<file path="src/rtl/scit_pkg.sv">
// ----------------------------------------------------------------------------
// scit_pkg
// Shared types and constants of the sorted chunk index table.
// ----------------------------------------------------------------------------
package scit_pkg;

  localparam int unsigned TableDepth = 256;
  localparam int unsigned AddrW      = $clog2(TableDepth);
  localparam int unsigned CountW     = $clog2(TableDepth + 1);

  localparam logic ReqInsert = 1'b0;
  localparam logic ReqRemove = 1'b1;

  typedef struct packed {
    logic [31:0] start_time;
    logic [31:0] end_time;
    logic [31:0] chunk_offset;
    logic [15:0] point_count;
    logic [31:0] shard_id;
  } entry_t;

  typedef struct packed {
    logic        req_type;
    logic [31:0] start_time;
    logic [31:0] end_time;
    logic [31:0] chunk_offset;
    logic [15:0] point_count;
    logic [31:0] shard_id;
    logic        shard_has_new;
    logic        shard_loading;
  } req_t;

  typedef struct packed {
    logic        status;
    logic        mark_new_values;
    logic        mark_overlap;
    logic        any_overlap;
    logic [8:0]  removed_entries;
    logic [23:0] removed_points;
    logic [8:0]  entry_total;
  } rsp_t;

  // Commands from controller to datapath.
  typedef struct packed {
    logic load_req;     // capture request, reset scan state for reads from count-1 / index 0
    logic rd_en;        // issue memory read at rd_addr
    logic [AddrW-1:0] rd_addr;
    logic ins_step;     // evaluate read data during insert scan
    logic rem_step;     // evaluate read data during remove scan
    logic ins_place;    // write new entry at ins index
    logic finish;       // compose response
  } cmd_t;

  // Status from datapath to controller.
  typedef struct packed {
    logic [CountW-1:0] count;
    logic              shift;   // insert scan: entry moves up
    logic              full;
  } sts_t;

endpackage

</file>
<file path="src/rtl/scit_ctrl.sv">
// ----------------------------------------------------------------------------
// scit_ctrl
// Sequencer for insert scans and for remove compaction at one entry per cycle.
// ----------------------------------------------------------------------------
module scit_ctrl (
  input  logic           clk_i,
  input  logic           rst_ni,
  input  logic           req_valid_i,
  input  logic           req_type_i,
  output logic           req_ready_o,
  output logic           rsp_valid_o,
  input  logic           rsp_ready_i,
  input  scit_pkg::sts_t sts_i,
  output scit_pkg::cmd_t cmd_o
);
  import scit_pkg::*;

  typedef enum logic [5:0] {
    StIdle  = 6'b000001,
    StIns   = 6'b000010,
    StPlace = 6'b000100,
    StRem   = 6'b001000,
    StFin   = 6'b010000,
    StRsp   = 6'b100000
  } state_e;

  state_e            state_q, state_d;
  logic [CountW-1:0] left_q, left_d;   // entries still to read
  logic [CountW-1:0] ptr_q, ptr_d;     // next read index
  logic              busy_q, busy_d;   // a read is outstanding
  logic              rsp_valid_q, rsp_valid_d;
  logic              accept;

  assign req_ready_o = (state_q == StIdle) && !rsp_valid_q;
  assign accept = req_valid_i && req_ready_o;
  assign rsp_valid_o = rsp_valid_q;

  always_comb begin
    state_d = state_q;
    left_d = left_q;
    ptr_d = ptr_q;
    busy_d = busy_q;
    rsp_valid_d = rsp_valid_q;
    cmd_o = '0;
    if (rsp_valid_q && rsp_ready_i) rsp_valid_d = 1'b0;
    case (state_q)
      StIdle: begin
        if (accept) begin
          cmd_o.load_req = 1'b1;
          busy_d = 1'b0;
          if (req_type_i == ReqRemove) begin
            ptr_d = '0;
            left_d = sts_i.count;
            state_d = StRem;
          end else if (sts_i.full) begin
            state_d = StFin;
          end else begin
            ptr_d = sts_i.count;
            left_d = sts_i.count;
            state_d = StIns;
          end
        end
      end
      StIns: begin
        if (busy_q) begin
          cmd_o.ins_step = 1'b1;
          busy_d = 1'b0;
          if (!sts_i.shift) state_d = StPlace;
        end else if (left_q == '0) begin
          state_d = StPlace;
        end else begin
          cmd_o.rd_en = 1'b1;
          cmd_o.rd_addr = AddrW'(ptr_q - 1'b1);
          ptr_d = ptr_q - 1'b1;
          left_d = left_q - 1'b1;
          busy_d = 1'b1;
        end
      end
      StPlace: begin
        cmd_o.ins_place = 1'b1;
        state_d = StFin;
      end
      StRem: begin
        if (busy_q) begin
          cmd_o.rem_step = 1'b1;
          busy_d = 1'b0;
        end
        if (left_q != '0) begin
          cmd_o.rd_en = 1'b1;
          cmd_o.rd_addr = ptr_q[AddrW-1:0];
          ptr_d = ptr_q + 1'b1;
          left_d = left_q - 1'b1;
          busy_d = 1'b1;
        end else if (!busy_q) begin
          state_d = StFin;
        end
      end
      StFin: begin
        cmd_o.finish = 1'b1;
        state_d = StRsp;
      end
      StRsp: begin
        rsp_valid_d = 1'b1;
        state_d = StIdle;
      end
      default: state_d = StIdle;
    endcase
  end

  always_ff @(posedge clk_i or negedge rst_ni) begin
    if (!rst_ni) begin
      state_q <= StIdle;
      left_q <= '0;
      ptr_q <= '0;
      busy_q <= 1'b0;
      rsp_valid_q <= 1'b0;
    end else begin
      state_q <= state_d;
      left_q <= left_d;
      ptr_q <= ptr_d;
      busy_q <= busy_d;
      rsp_valid_q <= rsp_valid_d;
    end
  end

`ifndef SYNTHESIS
  a_onehot: assert property (@(posedge clk_i) disable iff (!rst_ni)
    $onehot(state_q)) else $error("state not one-hot");
  a_rsp_after_fin: assert property (@(posedge clk_i) disable iff (!rst_ni)
    state_q == StFin |=> state_q == StRsp) else $error("finish not followed by result");
  a_hold: assert property (@(posedge clk_i) disable iff (!rst_ni)
    rsp_valid_q && !rsp_ready_i |=> rsp_valid_q) else $error("result dropped");
`endif
endmodule

</file>
<file path="config.mk">
export PLATFORM = sky130hd
export DESIGN_NAME = scit_ctrl
export DESIGN_NICKNAME = d
export VERILOG_FILES = /design/src/rtl/scit_pkg.sv /design/src/rtl/scit_ctrl.sv
export SDC_FILE = /design/constraint.sdc
export NUM_CORES = 1
export LEC_CHECK = 0
export BUFFER_PORTS_ARGS = -buffer_cell sky130_fd_sc_hd__buf_2
export CORE_MARGIN = 2
export CORE_UTILIZATION = 57
export DETAILED_ROUTE_END_ITERATION = 8
export PLACE_DENSITY_LB_ADDON = 0.1
export SYNTH_ARGS = -nofsm -noshare
export SYNTH_HDL_FRONTEND = slang
export SYNTH_SLANG_ARGS = --single-unit
</file>
<file path="constraint.sdc">
create_clock -name clk_i -period 2.8 [get_ports clk_i]
set_input_delay 0 -clock clk_i [delete_from_list [all_inputs] [get_ports clk_i]]
set_output_delay 0 -clock clk_i [all_outputs]
set_load 0.02 [all_outputs]
</file>
==> out/summary.md, run 1 <==
The worst register-to-register path has a depth of 7. For this run, the number of standard cells in the final layout without fillers is 318. The design draws 2.53 mW. The area of the die was 4100 sq um.

The placement row count came out at 21. The average instance area after synthesis was 8.39 sq um; the DRC marker count from the first detailed-route iteration was 206. After routing, the total negative slack on setup checks comes to 0 ps. Counting the buffers created by CTS gives 3.

Timing would allow up to 383 MHz. The standard cell core area came out at 3390 sq um. Start of the worst register-to-register path: left_q[0].

Synthesis inferred 25 register bits. In this run the power density over the cells is 1100 nW/um^2. The later pin in the worst-skew pair is clocked with a latency of 330 ps.

The multi-input combinational cells in the finished layout cover a total of 1290 sq um. The launch point of the critical path was left_q[0]. Routability-driven placement finished with a final weighted congestion of 0.911. The total wirelength of the detailed-routed design came out at 5350 um. The tools report the cell area after layout as 2300 sq um. The tools report the kind of capture point of the worst setup path as a flip-flop. The filler cells instantiated in the layout total 288.

In this run the worst path has a maximum fanout of 6. TritonCTS built the clock tree. The count of endpoints failing hold in the final timing report was 0. The via count of the first global-routing pass was 1778; the worst IR drop on VDD was 584 uV. In the final layout, the share of cells above drive strength 1 is 22.8%. The mapped netlist covers 2050 sq um. Across the routed clock network, the largest skew measured is 7.11 ps. The H-tree depth reported by CTS was 1; the total number of clock tree sinks was 25. In the final routed layout, each cell accounts on average for 16.8 um. For the sequential share of power, the log shows 32.9%.

The flow ran to the end, and the final reports show no timing, DRC or antenna violations. In the synthesized netlist the dominant register cell turns out to be sky130_fd_sc_hd__dfrtp_1. Half-perimeter wire length after detailed placement: 3760 um. The distinct cell type count of the synthesized netlist is 67. The sequential cells in the finished layout cover a total of 627 sq um. The tools report the worst slew margin relative to its limit as 54.0%.

Counting along the longest clock path gives a buffer depth of 2. The worst hold path stage count is 3, and the switching share of power is 52.5%. Once the floorplan was initialized, standard cells occupied 60.6% of the core.

Number of antenna cells inserted: 0. Data on the critical path arrives at its endpoint at 2890 ps. Global routing used 27.9% of the available tracks across all layers. Summed over all nets, the switching power comes to 1.33 mW.

Entering global routing, the biggest net connects 26 pins. The worst hold path begins at sts_i[6]. In this run the cell area measured after placement is 2170 sq um. The worst hold path class was input pin to flip-flop. The clock tree root driver cell is sky130_fd_sc_hd__clkbuf_4. For this run, the share of the core covered by cells in the final layout is 68.0%. The floorplan step set the die height to 64.0 um. The async set-or-reset flop fraction in the synthesized netlist was 100%; the clock slew seen by the registers of the worst setup and hold paths was 140 ps.

The iteration count of the initial detailed-routing pass was 5. The number of vias after detailed routing was 2054; the global-route wire length before repair was 9020 um. The logs give 0 for the total of endpoints with negative setup slack in the final report and 3080 ps for the required time of the critical path. The logs give 0 for the remaining antenna violation count after routing and 0 for the number of warnings printed during yosys synthesis.

After detailed placement, the design holds a cell count of 305. The critical path in this run is classified as flip-flop to flip-flop. The minimum period implied by the final worst setup slack came out at 2610 ps. 32 I/O pins were placed. The layout overhead on the synthesized area came out at 12.2%. Setup repair after global routing left no endpoint under its margin.

Across the run, the number of max-cap violations was 0. For this run the aggregate overflow at the end of global routing stands at 0. The final critical path takes up 93.4% of the cycle. The number of remaining DRC errors is 0. The clock network burns 6.6% of the power. STA classifies the critical path startpoint as a flip-flop. The number of nets handed over by synthesis was 264. The via count normalized by instance count came out at 6.46.

The die span in x was 64.0 um; the max-slew violation total from the final report was 0. In the final design database the tool counted 292 nets. Count of mapped cells out of synthesis: 245.

The part of the power in combinational logic is 60.5%, and the slew at the pin closest to its max-slew limit is 690 ps. Summed over all cells, the static leakage comes to 0.987 nW. Sequential elements use 30.5% of the synthesized area. The count of buffers added on input and output ports is 31. The internal power was 1.20 mW; the count of flip-flops with a built-in enable after synthesis was 0. The number of antenna violations at the first check in global routing came out at 0.
==> cells in the mapped netlist, drive strengths merged, types with 5 or more instances <==
library cell	count	area, sq um
dfrtp	24	601
o31ai	5	37.5
nand3	11	55.1
a21oi	17	85.1
nor2b	5	31.3
inv	9	33.8
buf	14	92.6
o21ai	18	105
nand2	19	76.3
nor3	12	81.3
clkbuf	6	22.5
nor2	24	100
==> worst max-delay path, cell delays in order (launching register included) <==
cell and delay (ps):
sky130_fd_sc_hd__dfrtp_1 430, sky130_fd_sc_hd__inv_1 80, sky130_fd_sc_hd__ha_1 180, sky130_fd_sc_hd__or3b_1 490
sky130_fd_sc_hd__nor4_2 320, sky130_fd_sc_hd__o22ai_2 170, sky130_fd_sc_hd__o41ai_1 300, sky130_fd_sc_hd__dlygate4sd3_1 600
==> final timing paths <==
check | endpoint | slack, ps
worst max-delay path | state_q[1] | 190
worst min-delay path | left_q[4] | 5
worst max register to register | state_q[1] | 190
worst min register to register | left_q[7] | 510
max in group asynchronous | ptr_q[3] | 2220
min in group asynchronous | rsp_valid_o | 190
==> area by class of cell <==
| cell class | instances | area share, % |
|---|---|---|
| Clock buffer | 3 | 0.977 |
| Inverter | 9 | 1.47 |
| Sequential cell | 25 | 27.2 |
| Multi-Input combinational cell | 191 | 56.0 |
| Clock inverter | 1 | 0.217 |
| Tap cell | 46 | 2.50 |
| Timing Repair Buffer | 43 | 11.6 |
==> per-stage QoR <==
stage / hold WS, ps / setup slack [ps]
3_3_place_gp: 30.3 / 568
6_report: 4.64 / 186
4_1_cts: 0.965 / 175
5_1_grt: 6.58 / 86.4
3_5_place_dp: 35.1 / 535
2_1_floorplan: -296 / 817
==> power groups by stage <==
| stage | Sequential [mW] | Clock, mW | Combinational, mW |
|---|---|---|---|
| after global placement | 0.830 | 0 | 1.47 |
| after CTS | 0.820 | 0.173 | 1.50 |
| after global routing | 0.870 | 0.184 | 1.70 |
| after detailed placement | 0.830 | 0 | 1.47 |
| after floorplan | 0.651 | 0 | 1.36 |
| final | 0.832 | 0.167 | 1.53 |
==> cell usage in the layout, fill, tap and decap left out, types with 9 or more instances in the layout <==
cell,instances
sky130_fd_sc_hd__inv_1,9
sky130_fd_sc_hd__dfrtp_1,24
sky130_fd_sc_hd__a21oi_1,17
sky130_fd_sc_hd__nor3_1,9
sky130_fd_sc_hd__nand3_1,11
sky130_fd_sc_hd__o21ai_0,13
sky130_fd_sc_hd__dlygate4sd3_1,9
sky130_fd_sc_hd__buf_2,31
sky130_fd_sc_hd__nor2_1,22
sky130_fd_sc_hd__nand2_1,17
==> routing by layer <==
metal / vias to the layer above / routed length, um / track usage, %
met5: - / 0 / 0
met4: 0 / 43 / 5.98
met3: 5 / 302 / 3.70
li1: 984 / - / -
met2: 71 / 2400 / 41.8
met1: 994 / 2610 / 42.8
==> cells by family (layout without fill, tap and decap cells) <==
kind of cell,count (synthesis),after routing,share of synthesized area [%]
adder cells (fa/ha/maj),3,3,1.83
XOR/XNOR,5,5,2.13
AO/OA/AOI/OAI,83,83,29.4
multiplexers,2,2,1.10
buffers and inverters,29,56,7.25
AND/OR/NAND/NOR,98,98,27.8
flip-flops,25,25,30.5
==> flip-flops by register name, indices dropped and copies added, names as in the netlist <==
signal,count
busy_q,1
rsp_valid_o,1
ptr_q,8
state_q,6
left_q,9
==> what timing repair did <==
action | CTS | global route
endpoints found under the hold margin | 31 | 0
buffers inserted | 0 | 0
resized for setup | 0 | 2
hold buffers | 9 | 0
endpoints found under the setup margin | 0 | 1
(Power assumes the default switching activity.)
==> run 2, diff against run 1 <==
PLACE_DENSITY = 0.91   (was default)
PLACE_DENSITY_LB_ADDON = default   (was 0.1)
==> run 2 against run 1 <==
Clock power about the same. Core utilization down 1.3 points. Via count rose by 3.6%. Combinational power about the same. Total power decreased by 0.58%. Sequential power barely moved. Register-to-register slack worse by 40 ps. Global-route usage down 0.079 points. Clock skew rose by 0.60 ps.
==> out/summary.md, run 2 (synthesized netlist as in run 1, its figures left out) <==
The area of the die was 4100 sq um (unchanged). Traced cell by cell, the critical path runs through inv_1, ha_1, or3b_1, nor4_1, o22ai_1, o41ai_1, dlygate4sd3_1. The count of endpoints failing hold in the final timing report was 0 (unchanged).

The switching share of power is 52.6% (+0.099 points). The share of cells above drive strength 1 was 22.3% (-0.49 points); the number of antenna violations at the first check in global routing was 0 (unchanged). For the iteration count of the initial detailed-routing pass, the log shows 6 (+1). The library cells used most frequently in the layout, excluding fill and tap cells, are sky130_fd_sc_hd__buf_2 (31), sky130_fd_sc_hd__dfrtp_1 (24), sky130_fd_sc_hd__nor2_1 (22). The worst hold slack across all endpoints came out at 16.9 ps (+12.2 ps).

The starting density of the core came out at 60.6% (unchanged). The internal power was 1.19 mW (-0.79%). The worst register-to-register path ends at state_q[1]. The flip-flop count of the largest register after layout came out at 9 (unchanged). STA classifies the critical path startpoint as a flip-flop. The number of remaining DRC errors is 0 (unchanged), and the die span in x is 64.0 um (unchanged).

Leaving out fill and tap cells, the most frequent cell in the layout is sky130_fd_sc_hd__buf_2. DRC marker count from the first detailed-route iteration: 262 (+27%). The layout overhead on the synthesized area was 10.1%. The cell area after layout was 2260 sq um (-1.8%). The routability-driven placement congestion ratio is 0.905 (-0.59%), and the maximum number of pins on one net before global-route repair is 26 (unchanged). The clock share of power was 6.7% (about the same).

The flow ran to the end, and the final reports show no timing, DRC or antenna violations. The reported max-cap violation count was 0 (unchanged); the power density over the cells was 1110 nW/um^2 (+1.3%). The worst IR drop on VDD is 617 uV (+5.7%). The most flop-heavy register was left_q. For the switching power total, the log shows 1.32 mW (-0.39%). The minimum period implied by the final worst setup slack is 2650 ps (+36.3 ps).

For the clock latency on the worst-skew pair, the log shows 320 ps (about the same). The maximum clock skew at final layout came out at 7.71 ps (+0.602 ps). For the placement row count, the log shows 21 (unchanged). The maximum single-stage delay on the critical path works out to 600 ps (about the same).

The H-tree depth reported by CTS was 1 (unchanged); the boundary pin count was 32 (unchanged). The quantity of I/O buffers inserted on ports came out at 31 (unchanged). The standard cell core area is 3390 sq um (unchanged). The logs give 2127 (+3.6%) for the number of vias after detailed routing and 150 ps (-40 ps) for the setup slack of the worst register-to-register path. The capturing instance or port of the critical path was state_q[1].

Leftover overflow at the end of global routing: 0 (unchanged). The number of buffers created by CTS is 3 (unchanged), and the clock slew seen by the registers of the worst setup and hold paths is 150 ps (about the same). The startpoint identified for the worst register-to-register timing path is left_q[0].

The largest registers in the layout are left_q (9), ptr_q (8), state_q (6). Instance area after placement: 2170 sq um (unchanged). The share of the cycle needed by the critical path after routing is 94.7% (+1.3 points). TritonCTS built the clock tree. Half-perimeter wire length after detailed placement: 3810 um (+1.5%). The worst slew margin relative to its limit is 60.5% (+6.5 points). The slew at the pin closest to its max-slew limit was 592 ps (-97.8 ps). Total leakage power: 0.973 nW (-1.5%). The number of nets at the end of the flow was 289 (-1.0%). The worst setup path is captured at a flip-flop. The global-route wire length before repair was 9140 um (+1.3%). In this run the worst setup path begins at left_q[0]. The number of antenna cells inserted came out at 0 (unchanged). The logs give 6 (-3) for the hold buffer count at CTS and 377 MHz (-1.4%) for the peak clock frequency supported by timing. The logs give 27.8% (-0.079 points) for the global-route usage over all layers and 2 (unchanged) for the maximum clock path buffer count.

The startpoint identified for the worst hold timing path is sts_i[6]. The critical path arrival is 2920 ps (+30 ps), and the number of cell instances on the worst register-to-register path is 7 (unchanged). Setup repair after global routing left no endpoint under its margin. Setup total negative slack: 0 ps (unchanged).

The required time of the critical path is 3070 ps (about the same). For the total wirelength of the detailed-routed design, the log shows 5360 um (+0.13%). In this run the worst hold path is classified as input pin to flip-flop. The category of the critical setup timing path is flip-flop to flip-flop.

The post-layout utilization of the core is 66.7% (-1.3 points). The largest driver fanout on the critical path works out to 6 (unchanged). Part of the power in combinational logic: 60.3% (-0.2 points). The via count normalized by instance count is 6.75 (+4.5%). The remaining antenna violation count after routing is 0 (unchanged).

The tools report the clock tree root driver cell as sky130_fd_sc_hd__clkbuf_4. The run gives 1892 (+6.4%) as the via count of the first global-routing pass. The total of endpoints with negative setup slack in the final report was 0 (unchanged); the number of instances resized during post-cts repair was 0 (unchanged).

The die boundary height was 64.0 um (unchanged). The buffer count from post-CTS setup fixing was 0 (unchanged); the final-layout fill cell count was 287 (-0.35%). The routed length per placed instance is 17.0 um (+1.1%), and the sequential share of power is 33.0% (about the same). For the total number of clock tree sinks, the log shows 25 (unchanged).

On the critical path, the stage with the largest delay is an instance of sky130_fd_sc_hd__dlygate4sd3_1. Max-slew violation total from the final report: 0 (unchanged).
## run 2: worst max-delay path, delay by kind of cell, from the launching register on
kind	cells	cell delay [ps]
flops	1	430
compound gates	2	510
fa+ha+maj	1	190
buf+inv	2	700
simple gates	2	780
## run 2: cell type report
class / instances / area [sq um] / share of cell area, %
Clock buffer: 3 / 22.5 / 0.996
Clock inverter: 1 / 5.00 / 0.221
Inverter: 9 / 33.8 / 1.49
Multi-Input combinational cell: 191 / 1280 / 56.5
Sequential cell: 25 / 627 / 27.7
Tap cell: 46 / 57.6 / 2.54
Timing Repair Buffer: 40 / 238 / 10.5
## run 2: worst min-delay path by stage
stage                            end  slack, ps  cells after the start
final                      left_q[4]         20                      3
after global routing        ptr_q[7]         20                      3
after CTS                   ptr_q[7]          6                      3
after detailed placement   left_q[6]         30                      1
after global placement    state_q[1]         30                      1
after floorplan               busy_q       -300                      0
## run 2: power groups by stage
stage                     sequential (mW)  combinational, mW  clock, mW
after floorplan                     0.651               1.36          0
after global placement              0.817               1.44          0
after detailed placement            0.827               1.47          0
after CTS                           0.818               1.50      0.170
after global routing                0.864               1.67      0.188
final                               0.830               1.51      0.168
## run 2: routing by layer
layer	wire length, um	vias up	part of all wire (%)	global-route usage (%)
met5	0	-	0	0
met4	76	0	1.4	6.79
met3	552	8	10	3.52
met2	2430	137	45	43.9
met1	2300	1003	43	40.4
li1	-	979	-	-
## run 2: metrics by stage
step | cells | power, mW | worst slack, ps
finish | 315 | 2.51 | 149
global route | 315 | 2.72 | 2.64
CTS | 315 | 2.48 | 186
detailed placement | 305 | 2.30 | 437
global placement | 305 | 2.26 | 532
floorplan | 245 | 2.01 | 817
